<file path="config.mk">
export PLATFORM = sky130hd
export DESIGN_NAME = serial_frame_receiver_checksum_unit
export DESIGN_NICKNAME = d
export VERILOG_FILES = /design/src/sfrc_pkg.sv /design/src/sfrc_parser.sv /design/src/sfrc_outbuf.sv /design/src/serial_frame_receiver_checksum_unit.sv
export SDC_FILE = /design/constraint.sdc
export NUM_CORES = 1
export LEC_CHECK = 0
export ABC_CLOCK_PERIOD_IN_PS = 7780
export BUFFER_PORTS_ARGS = -buffer_cell sky130_fd_sc_hd__buf_4
export CAP_MARGIN = 40
export CORE_MARGIN = 4
export CORE_UTILIZATION = 30
export DETAILED_ROUTE_END_ITERATION = 8
export PLACE_DENSITY = 0.6
export SLEW_MARGIN = 20
export SYNTH_ARGS = -nofsm -noshare
export SYNTH_HDL_FRONTEND = slang
export SYNTH_SLANG_ARGS = --single-unit
</file>
<file path="constraint.sdc">
create_clock -name i_clk -period 7.78 [get_ports i_clk]
set_input_delay 0 -clock i_clk [delete_from_list [all_inputs] [get_ports i_clk]]
set_output_delay 0 -clock i_clk [all_outputs]
set_load 0.05 [all_outputs]
</file>
<file path="src/sfrc_pkg.sv">
// ----------------------------------------------------------------------------
// sfrc_pkg
// Shared types and constants for the serial frame receiver with checksum.
// ----------------------------------------------------------------------------
package sfrc_pkg;

    localparam logic [7:0]  SYNC0_BYTE   = 8'h55;
    localparam logic [7:0]  SYNC1_BYTE   = 8'hAA;
    localparam logic [7:0]  MIN_LENGTH   = 8'd2;
    localparam logic [15:0] TICK_MAX     = 16'hFFFF;
    localparam logic [15:0] TIMEOUT_RST  = 16'd100;

    // parse positions (0 = hunting)
    localparam logic [8:0]  POS_HUNT     = 9'd0;
    localparam logic [8:0]  POS_SYNC0    = 9'd1;
    localparam logic [8:0]  POS_SYNC1    = 9'd2;
    localparam logic [8:0]  POS_LENGTH   = 9'd3;
    localparam logic [8:0]  POS_ADDRESS  = 9'd4;
    localparam logic [8:0]  POS_COMMAND  = 9'd5;
    localparam logic [8:0]  POS_OFFSET   = 9'd6;
    localparam logic [8:0]  POS_DATA0    = 9'd7;
    localparam logic [8:0]  POS_TAIL     = 9'd5;   // last position is length + 5

    localparam logic        MODE_BYTE    = 1'b0;
    localparam logic        MODE_TICK    = 1'b1;

    localparam logic        REG_TIMEOUT  = 1'b0;

    typedef enum logic [1:0] {
        KIND_DATA = 2'd0,
        KIND_GOOD = 2'd1,
        KIND_BAD  = 2'd2
    } t_kind;

    typedef struct packed {
        logic [15:0] checksum_received;
        logic [7:0]  register_offset;
        logic [7:0]  command_mode;
        logic [7:0]  dest_address;
        logic [7:0]  frame_length;
        logic [7:0]  data_index;
        logic [7:0]  data_byte;
        t_kind       kind;
    } t_result;

endpackage

</file>
<file path="src/sfrc_parser.sv">
// ----------------------------------------------------------------------------
// sfrc_parser
// Per-beat frame parser: header sync, timeout, running sum and result build.
// ----------------------------------------------------------------------------
module sfrc_parser (
    input  logic              i_clk,
    input  logic              i_rst_n,
    input  logic              i_accept,
    input  logic              i_mode,
    input  logic [7:0]        i_byte,
    input  logic [15:0]       i_timeout,
    output logic              o_res_valid,
    output sfrc_pkg::t_result o_res
);
    import sfrc_pkg::*;

    logic [8:0]  r_pos,     n_pos;
    logic [15:0] r_elapsed, n_elapsed;
    logic [15:0] r_sum,     n_sum;
    logic [7:0]  r_len,     n_len;
    logic [7:0]  r_addr,    n_addr;
    logic [7:0]  r_cmd,     n_cmd;
    logic [7:0]  r_ofs,     n_ofs;
    logic [7:0]  r_csum_lo, n_csum_lo;

    logic        timed_out;
    logic [8:0]  pos_inc;
    logic [8:0]  data_pos;
    logic [8:0]  ndata;
    logic [15:0] got;
    logic        res_valid;
    t_result     res;

    always_comb begin
        timed_out = (r_elapsed >= i_timeout);
        pos_inc   = (timed_out ? POS_HUNT : r_pos) + 9'd1;
        data_pos  = pos_inc - POS_DATA0;
        ndata     = {1'b0, r_len} - {1'b0, MIN_LENGTH};
        got       = {i_byte, r_csum_lo};

        n_pos     = r_pos;
        n_elapsed = r_elapsed;
        n_sum     = r_sum;
        n_len     = r_len;
        n_addr    = r_addr;
        n_cmd     = r_cmd;
        n_ofs     = r_ofs;
        n_csum_lo = r_csum_lo;

        res_valid             = 1'b0;
        res.kind              = KIND_DATA;
        res.data_byte         = 8'd0;
        res.data_index        = 8'd0;
        res.frame_length      = r_len;
        res.dest_address      = r_addr;
        res.command_mode      = r_cmd;
        res.register_offset   = r_ofs;
        res.checksum_received = 16'd0;

        if (i_mode == MODE_TICK) begin
            if (r_elapsed != TICK_MAX) begin
                n_elapsed = r_elapsed + 16'd1;
            end
        end else begin
            n_pos = pos_inc;
            case (pos_inc)
                POS_SYNC0: begin
                    if (i_byte != SYNC0_BYTE) begin
                        n_pos = POS_HUNT;
                    end else begin
                        n_elapsed = 16'd0;
                    end
                end
                POS_SYNC1: begin
                    if (i_byte != SYNC1_BYTE) begin
                        n_pos = POS_HUNT;
                    end
                end
                POS_LENGTH: begin
                    if (i_byte < MIN_LENGTH) begin
                        n_pos = POS_HUNT;
                    end else begin
                        n_len = i_byte;
                        n_sum = {8'd0, i_byte};
                    end
                end
                POS_ADDRESS: begin
                    n_addr = i_byte;
                    n_sum  = r_sum + {8'd0, i_byte};
                end
                POS_COMMAND: begin
                    n_cmd = i_byte;
                    n_sum = r_sum + {8'd0, i_byte};
                end
                POS_OFFSET: begin
                    n_ofs = i_byte;
                    n_sum = r_sum + {8'd0, i_byte};
                end
                default: begin
                    if (data_pos < ndata) begin
                        n_sum          = r_sum + {8'd0, i_byte};
                        res_valid      = 1'b1;
                        res.data_byte  = i_byte;
                        res.data_index = data_pos[7:0];
                    end else if (data_pos == ndata) begin
                        n_csum_lo = i_byte;
                    end else begin
                        n_pos                 = POS_HUNT;
                        res_valid             = 1'b1;
                        res.kind              = (got == ~r_sum) ? KIND_GOOD : KIND_BAD;
                        res.checksum_received = got;
                    end
                end
            endcase
        end
    end

    always_ff @(posedge i_clk) begin
        if (!i_rst_n) begin
            r_pos     <= POS_HUNT;
            r_elapsed <= TICK_MAX;
            r_sum     <= 16'd0;
            r_len     <= 8'd0;
            r_addr    <= 8'd0;
            r_cmd     <= 8'd0;
            r_ofs     <= 8'd0;
            r_csum_lo <= 8'd0;
        end else if (i_accept) begin
            r_pos     <= n_pos;
            r_elapsed <= n_elapsed;
            r_sum     <= n_sum;
            r_len     <= n_len;
            r_addr    <= n_addr;
            r_cmd     <= n_cmd;
            r_ofs     <= n_ofs;
            r_csum_lo <= n_csum_lo;
        end
    end

    assign o_res_valid = i_accept && res_valid;
    assign o_res       = res;

`ifndef SYNTHESIS
    a_pos_bound: assert property (@(posedge i_clk) disable iff (!i_rst_n)
        (r_pos < POS_LENGTH) || (r_pos <= ({1'b0, r_len} + POS_TAIL)))
        else $error("parse position past end of frame");

    a_end_hunts: assert property (@(posedge i_clk) disable iff (!i_rst_n)
        (o_res_valid && (res.kind != KIND_DATA)) |=> (r_pos == POS_HUNT))
        else $error("parser did not return to hunting after frame end");

    a_len_min: assert property (@(posedge i_clk) disable iff (!i_rst_n)
        (r_pos >= POS_LENGTH) |-> (r_len >= MIN_LENGTH))
        else $error("frame in progress with short length");

    a_tick_no_res: assert property (@(posedge i_clk) disable iff (!i_rst_n)
        (i_mode == MODE_TICK) |-> !o_res_valid)
        else $error("tick beat produced a result");
`endif

endmodule

</file>
<file path="src/sfrc_outbuf.sv">
// ----------------------------------------------------------------------------
// sfrc_outbuf
// Output register with one skid entry; decouples input ready from output stall.
// ----------------------------------------------------------------------------
module sfrc_outbuf (
    input  logic              i_clk,
    input  logic              i_rst_n,
    input  logic              i_valid,
    input  sfrc_pkg::t_result i_res,
    output logic              o_ready,
    output logic              o_valid,
    output sfrc_pkg::t_result o_res,
    input  logic              i_ready
);
    import sfrc_pkg::*;

    logic    r_out_valid,  n_out_valid;
    logic    r_skid_valid, n_skid_valid;
    t_result r_out,        n_out;
    t_result r_skid,       n_skid;
    logic    drain;

    always_comb begin
        drain        = r_out_valid && i_ready;
        n_out_valid  = r_out_valid;
        n_skid_valid = r_skid_valid;
        n_out        = r_out;
        n_skid       = r_skid;

        if (drain) begin
            if (r_skid_valid) begin
                n_out        = r_skid;
                n_skid_valid = 1'b0;
            end else begin
                n_out_valid  = 1'b0;
            end
        end

        if (i_valid) begin
            if (!n_out_valid) begin
                n_out       = i_res;
                n_out_valid = 1'b1;
            end else begin
                n_skid       = i_res;
                n_skid_valid = 1'b1;
            end
        end
    end

    always_ff @(posedge i_clk) begin
        if (!i_rst_n) begin
            r_out_valid  <= 1'b0;
            r_skid_valid <= 1'b0;
        end else begin
            r_out_valid  <= n_out_valid;
            r_skid_valid <= n_skid_valid;
        end
    end

    always_ff @(posedge i_clk) begin
        r_out  <= n_out;
        r_skid <= n_skid;
    end

    assign o_ready = !r_skid_valid;
    assign o_valid = r_out_valid;
    assign o_res   = r_out;

`ifndef SYNTHESIS
    a_skid_behind_out: assert property (@(posedge i_clk) disable iff (!i_rst_n)
        r_skid_valid |-> r_out_valid)
        else $error("skid entry held with empty output register");

    a_skid_holds: assert property (@(posedge i_clk) disable iff (!i_rst_n)
        (r_skid_valid && !i_ready) |=> (r_skid_valid && $stable(r_skid)))
        else $error("skid entry lost under stall");

    a_skid_to_out: assert property (@(posedge i_clk) disable iff (!i_rst_n)
        (r_skid_valid && i_ready) |=> (r_out == $past(r_skid)))
        else $error("skid entry not moved to output");
`endif

endmodule

</file>
<file path="src/serial_frame_receiver_checksum_unit.sv">
// ----------------------------------------------------------------------------
// serial_frame_receiver_checksum_unit
// Deframes 0x55 0xAA serial packets, streams payload bytes, checks the
// inverted 16-bit sum and reports frame good or checksum mismatch.
// ----------------------------------------------------------------------------
// Takes one beat per clock (a received byte or a timer tick) with no gaps
// needed between beats. Each beat is parsed in the cycle it is accepted and
// any result is registered in the output register, or in the one-entry skid
// buffer behind it when that is full, before it reaches the master side, so
// s_axis_tready stays high and input stalls only when both are full.
// Ticks never produce a result. The timeout register sits at byte address 0.
// ----------------------------------------------------------------------------
module serial_frame_receiver_checksum_unit (
    input  logic        i_clk,
    input  logic        i_rst_n,

    input  logic        s_axis_tvalid,
    output logic        s_axis_tready,
    input  logic [7:0]  s_axis_tdata,   // [7:0] rx_byte
    input  logic        s_axis_tuser,   // [0] mode

    output logic        m_axis_tvalid,
    input  logic        m_axis_tready,
    output logic [63:0] m_axis_tdata,   // [7:0] data_byte, [15:8] data_index,
                                        // [23:16] frame_length, [31:24] dest_address,
                                        // [39:32] command_mode, [47:40] register_offset,
                                        // [63:48] checksum_received
    output logic [1:0]  m_axis_tuser,   // [1:0] kind

    input  logic        psel,
    input  logic        penable,
    input  logic        pwrite,
    input  logic [2:0]  paddr,
    input  logic [31:0] pwdata,
    output logic [31:0] prdata,
    output logic        pready
);
    import sfrc_pkg::*;

    logic [15:0] r_timeout;
    logic        cfg_wr;
    logic        in_accept;
    logic        res_valid;
    t_result     res;
    t_result     out_res;

    assign pready = 1'b1;
    assign cfg_wr = psel && penable && pwrite && pready;

    always_ff @(posedge i_clk) begin
        if (!i_rst_n) begin
            r_timeout <= TIMEOUT_RST;
        end else if (cfg_wr && (paddr[2] == REG_TIMEOUT)) begin
            r_timeout <= pwdata[15:0];
        end
    end

    assign prdata = (paddr[2] == REG_TIMEOUT) ? {16'd0, r_timeout} : 32'd0;

    assign in_accept = s_axis_tvalid && s_axis_tready;

    sfrc_parser u_parser (
        .i_clk       (i_clk),
        .i_rst_n     (i_rst_n),
        .i_accept    (in_accept),
        .i_mode      (s_axis_tuser),
        .i_byte      (s_axis_tdata),
        .i_timeout   (r_timeout),
        .o_res_valid (res_valid),
        .o_res       (res)
    );

    sfrc_outbuf u_outbuf (
        .i_clk   (i_clk),
        .i_rst_n (i_rst_n),
        .i_valid (res_valid),
        .i_res   (res),
        .o_ready (s_axis_tready),
        .o_valid (m_axis_tvalid),
        .o_res   (out_res),
        .i_ready (m_axis_tready)
    );

    assign m_axis_tdata = {out_res.checksum_received, out_res.register_offset,
                           out_res.command_mode, out_res.dest_address,
                           out_res.frame_length, out_res.data_index,
                           out_res.data_byte};
    assign m_axis_tuser = out_res.kind;

endmodule
</file>
==> results.md, run 1 <==
- Initial antenna violation count: 2
- Warnings, synthesis: 0
- Count of nets after finishing: 1432
- Initial DRC count: 731
- IO Port Bufs: approximately 120
- Max Root-Sink Buffers: 3
- Fin crit share: 0.868
- Final Critical Period: between 6 and 7 ns
- Cts bufs inserted: 26
- Sequential-to-total area share from yosys stat: 0.453
- Final hold violations: 0
- Post-synth ARST share: 0
- CORE AREA: 38000 um2
- Total GRT Usage: 0.142
- Maximum fanout along the worst path: 21
- Synth Register Bits: around 230
- Fill cells: 3873
- Peak Freq: around 150 MHz
- Final Setup Violations: 0
- Top delay family on crit path: simple AND/OR/NAND/NOR gates
- Outcome: complete, no violations
- Via count: 9079
- Pwr Density: 188 nW/um2
- Pre-antenna DRT Iters: 7
- DP Wirelength: 20600 um
- Post-cts resize count: 0
- Syn_area_per_cell: 9.60 um2
- Slowest cell on the critical path: a2111oi_0
- Sequential Area: about 5300 um2
- Total power: 2.68 mW
- DR WL/cell: 16.2 um
- Post-synth EDFFs: 66
- # rows: between 70 and 80
- Skew-Pair Late Insertion Delay: 0.55 ns
- # IOs: ~150
- Die Area: about 42000 um2
- Rel. slew slack: 0.491
- Area Growth Syn to Fin: 22.2%
- Yosys top cell area share: 0.283
- Peak VDD IR: 0.000139 V
- Root Driver: clkbuf_16
- Library cells used by synthesis: 72
- Leading post-synthesis cells by cell area: dfxtp_1, edfxtp_1, mux2i_1
- Remaining DRCs: 0
- Worst-Margin Slew: 0.744 ns
- Reg clk slew, reported paths: ~0.060 ns
- CP max stage delay: roughly 0.7 ns
- Min-delay worst type: in -> reg
- RSZ-0062 raised after global routing: no
- Fraction of layout cells with a size suffix above 1: 0.143
- Sum of negative setup slack: 0 ns
- # H-tree levels: 1
- Static Leakage: 6.25 nW
- Vias per inst: 4.85
- DIE WIDTH: 205 um
- Most frequent cell after synthesis: dfxtp_1
- Worst Path Arrival: 7.00 ns
- Pin count of the biggest net entering global routing: 74
- Final WL: a little over 30000 um
- Critical setup path kind: reg -> reg
- Placer Congestion: 0.841
- Critical Path RT: 8.02 ns
- Global route overflow: 0
- Commonest cells in the netlist: dfxtp_1, mux2i_1, a21oi_1
- CP startpoint kind: register
- Initial Util: 0.307
- Cells after Synth: 1215
- CTS tree: yes
- CP endpoint kind: register
- Skew final: roughly 0.014 ns
- Vias in the first global route: 8856
- Max-cap violations: 0
- CP bufs+invs: 3
- Synth area leader: dfxtp_1
- Ys flop type: dfxtp_1
- Cts hold-fix bufs: 43
- Clock sinks: 231
- Post-Syn Area: 11700 um2
- Routed Antenna Nets: 0
- Post-CTS Setup Bufs: 0
- Vert. Die Dim: 205 um
- Multi-input gate area: approximately 5800 um2
- First-pass GRT wire length: 48700 um
- Max Slew Vio Count: 0
## routing by layer
metal	track usage	vias to the layer above	routed length, um
met4	0.0287	2	482
li1	-	4545	-
met3	0.0293	33	1590
met2	0.228	182	13700
met1	0.199	4317	14400
met5	0	-	7
## logic make-up after synthesis
| logic type | after synthesis | synth area share |
|---|---|---|
| buffers and inverters | 133 | 0.0525 |
| adders and majority gates | 42 | 0.0457 |
| AOI/OAI and AO/OA | 256 | 0.142 |
| xor gates and xnor gates | 40 | 0.0300 |
| other | 2 | 0.000644 |
| muxes | 114 | 0.0978 |
| DFF | 231 | 0.453 |
| and+or+nand+nor | 397 | 0.178 |
## state kept, by name, summed over array words and instances (netlist names)
name	count
r_timeout	16
u_outbuf.o_res	66
u_outbuf.o_valid	1
u_outbuf.r_skid	66
u_outbuf.r_skid_valid	1
u_parser.r_addr	8
u_parser.r_cmd	8
u_parser.r_csum_lo	8
u_parser.r_elapsed	16
u_parser.r_len	8
u_parser.r_ofs	8
u_parser.r_pos	9
u_parser.r_sum	16
## path summary, 6_finish.rpt
check,slack (ns),to,depth (start not counted),from
worst max register to register,1.03,u_outbuf.r_skid[53],25,u_parser.r_elapsed[0]
worst max-delay path,1.03,u_outbuf.r_skid[53],25,u_parser.r_elapsed[0]
worst min-delay path,0.03,u_parser.r_pos[8],5,s_axis_tvalid
worst min register to register,0.46,u_outbuf.r_skid[40],0,u_parser.r_cmd[6]
## metrics by stage
stage / hold WS (ns) / instances / instance area (um2) / setup slack [ns] / util
after floorplan: 0.138 / 1230 / 11700 / 0.611 / -
after global placement: 0.226 / 1775 / 13000 / 1.08 / 0.341
after detailed placement: 0.233 / 1777 / 13000 / 1.07 / 0.342
after CTS: 0.0187 / 1868 / 14200 / 1.05 / 0.374
after global routing: 0.0704 / 1870 / 14200 / 0.311 / 0.375
final: 0.0334 / 1871 / 14300 / 1.03 / 0.375
## tightest hold or removal path: stages
cell and delay (ns):
buf_4 0.10, nand2_1 0.15, nor2_1 0.10, nand4_1 0.09, a21boi_0 0.07
## placed cells by master (no fill, tap or decap), types with 11 or more instances in the layout
master | synthesis | final
mux2i_1 | 114 | 114
a21oi_1 | 111 | 111
or4_1 | 13 | 13
conb_1 | 2 | 17
xnor2_1 | 28 | 28
ha_1 | 41 | 41
nor2b_1 | 48 | 48
xor2_1 | 12 | 12
and2_1 | 36 | 36
and3_1 | 12 | 12
clkbuf_16 | 0 | 26
dfxtp_1 | 165 | 165
nand2_1 | 91 | 91
a21boi_0 | 18 | 18
nand3_1 | 28 | 27
o21ai_0 | 31 | 31
edfxtp_1 | 66 | 66
dlygate4sd3_1 | 0 | 43
nand4_1 | 11 | 11
inv_1 | 35 | 35
o211ai_1 | 17 | 17
nor3_1 | 20 | 20
buf_4 | 17 | 128
nor2_1 | 84 | 83
## report_power, final
part	switching (mW)	total, mW	internal, mW
sequential	0.0176	1.26	1.25
combinational	0.143	0.237	0.0933
clock	0.509	1.18	0.667
total	0.670	2.68	2.01
## cell type report
class                      count  share of cell area
antenna                        1            0.000176
clock buffer                  32              0.0486
clock inverter                16             0.00852
inverter                      35             0.00922
multi-input combinational    866               0.410
sequential                   231               0.371
tap                          511              0.0449
timing repair buffer         179               0.108
No activity file was read; power rests on OpenSTA's default activity.
==> run 2, diff against run 1 <==
PLACE_DENSITY = 0.59   (was 0.6)
SYNTH_HIERARCHICAL = 1   (was unset)
==> run 2 against run 1 <==
Global-route usage rose by 0.53 points. Core utilization fell by 0.23 points. Sequential power rose by 6%. Largest cell class unchanged.
==> results.md, run 2 <==
- Syn_area_per_cell: 9.57 um2
- Clock power frac: 0.405
- R2R Path Start: r_timeout[15]
- Sequential-to-total area share from yosys stat: 0.432
- Psw: roughly 900 uW
- Cell Count Post-Placement: 1842
- CORE AREA: ~40000 um2
- Routed Antenna Nets: 0
- Pre-antenna DRT Iters: 6
- Warnings, synthesis: 6
- # IOs: 152
- Most common cell after layout, fill and taps aside: dfxtp_1
- Skew final: 0.0216 ns
- Leading post-synthesis cells by cell area: dfxtp_1, edfxtp_1, a221oi_2
- Fin util: 0.372
- First-pass GRT wire length: roughly 54000 um
- Cts bufs inserted: 27
- Library cells used by synthesis: 86
- Critical Path RT: between 8 and 9 ns
- Vias in the first global route: 9767
- Maximum fanout along the worst path: 66
- Yosys top cell area share: 0.270
- Rel. slew slack: 0.438
- Post-Syn Area: 12200 um2
- # diodes: 0
- CP startpoint: r_timeout[15]
- Worst Setup EP: u_outbuf/o_res[16]
- CP endpoint kind: register
- Logic gate share of total power: 0.172
- DIE WIDTH: 210 um
- Max-cap violations: 0
- Vias per inst: 5.09
- Outcome: complete, no violations
- Most frequent cell after synthesis: dfxtp_1
- # rows: 73
- Initial Util: 0.306
- Post-synth ARST share: 0
- Vert. Die Dim: 210 um
- Ys flop type: dfxtp_1
- Count of nets after finishing: 1494
- Die Area: 44100 um2
- Critical setup path kind: reg -> reg
- Worst r2r path cells: 24
- Via count: 9911
- Fin crit share: 0.855
- Final WL: 34000 um
- Skew-Pair Late Insertion Delay: 0.55 ns
- Final Critical Period: approximately 6.7 ns
- Reg2Reg Setup Slack: 1.13 ns
- Final hold violations: 0
- IO Port Bufs: 116
- Worst-Margin Slew: 0.843 ns
- Sw frac: 0.284
- Pin count of the biggest net entering global routing: 84
- CTS tree: yes
- Reg clk slew, reported paths: 0.06 ns
- Sum of negative setup slack: 0 ns
- Peak Freq: 150 MHz
- Crit path setup slack, layout: 1.13 ns
- Total GRT Usage: 0.147
- Static Leakage: 5.84 nW
- Clock sinks: roughly 230
- P_int: approximately 2.3 mW
- Post-synth EDFFs: 66
- Initial antenna violation count: 0
- Commonest cells in the netlist: dfxtp_1, inv_1, nor2_1
- Peak VDD IR: 0.000136 V
- Max Slew Vio Count: 0
- Pre-CTS setup slack: about 1.2 ns
- Synth Register Bits: 231
- Post-cts resize count: 0
- Min-delay worst type: in -> reg
- Most frequent cells in the layout: dfxtp_1, buf_4, inv_1
- Cells after Synth: around 1300
- Synth area leader: dfxtp_1
- Fraction of layout cells with a size suffix above 1: 0.182
- Hold path depth: 3
- Remaining DRCs: 0
- CP startpoint kind: register
- Pwr Density: 212 nW/um2
- RSZ-0062 raised after global routing: no
- Global route overflow: 0
- DR WL/cell: about 17 um
- Initial DRC count: between 800 and 900
- Final Setup Violations: 0
- R2r endpoint: u_outbuf/o_res[16]
- Worst Path Arrival: 7.05 ns
- DP Wirelength: 21200 um
- Root Driver: clkbuf_16
- Placer Congestion: 0.847
- # H-tree levels: 1
- Total power: 3.16 mW
- Area Growth Syn to Fin: 21.8%
- Max Root-Sink Buffers: 3
- Sequential Power Share: 0.422
- Non-filler cells, final: 1946
run 2: cell type report:
cell class	count	area, um2
clock buffers	38	777
clock inverters	11	128
fillers	3981	25100
inverters	102	383
multi-input cells	854	6060
flip-flops and latches	231	5290
well taps	525	657
repair buffers	185	1610
run 2: logic make-up after synthesis:
family,Yosys count,synth area share
simple gates,414,0.178
compound gates,276,0.185
flops,231,0.432
buf+inv,208,0.0786
mux,62,0.0514
xor+xnor,43,0.0308
fa+ha+maj,42,0.0436
other cells,2,0.000614
run 2: power by group through the flow:
stage               logic, mW  clock network (mW)  registers (mW)
detailed placement      0.520                   0            1.36
global placement        0.510                   0            1.36
floorplan               0.406                   0            1.35
global route            0.612                1.36            1.34
CTS                     0.542                1.31            1.33
finish                  0.545                1.28            1.33
run 2: metrics by stage:
step,hold slack (ns),cell area (um2)
global placement,0.258,13400
CTS,0.0587,14900
detailed placement,0.264,13400
finish,0.0741,14900
global route,0.127,14900
floorplan,0.117,12300
run 2: metal layers:
layer,share of wire,track usage
met5,0,0
met1,0.47,0.211
met4,0.016,0.0365
met2,0.46,0.236
met3,0.060,0.0219
run 2: repair_timing:
| item | CTS | global route |
|---|---|---|
| buffers inserted | 0 | 0 |
| hold buffers | 52 | 1 |
| hold endpoints to repair | 92 | 13 |
run 2: worst min path at each step:
| stage | startpoint | slack [ns] | endpoint |
|---|---|---|---|
| 2_1_floorplan | i_rst_n | 0.12 | u_outbuf/o_valid |
| 3_3_place_gp | pwdata[2] | 0.26 | r_timeout[2] |
| 3_5_place_dp | pwdata[0] | 0.26 | r_timeout[0] |
| 4_1_cts | s_axis_tvalid | 0.06 | u_parser/r_elapsed[5] |
| 5_1_grt | s_axis_tvalid | 0.13 | u_parser/r_elapsed[5] |
| 6_report | s_axis_tvalid | 0.07 | u_parser/r_elapsed[5] |
run 2: critical path, cell delays in order, from the launching register on:
cell	delay [ns]
dfxtp_1	0.36
inv_1	0.06
ha_1	0.32
nand4_2	0.15
or3_1	0.43
or4_1	0.69
and3_1	0.27
nand2_1	0.21
inv_1	0.12
ha_1	0.25
and3_4	0.21
or4_4	0.43
a211o_4	0.40
nor2_1	0.16
nor2_1	0.09
o22ai_1	0.20
ha_1	0.28
and3_1	0.22
o211ai_1	0.09
and3_1	0.33
nor2b_1	0.10
nor2_1	0.28
a21boi_4	0.25
buf_12	0.38
a221oi_1	0.18
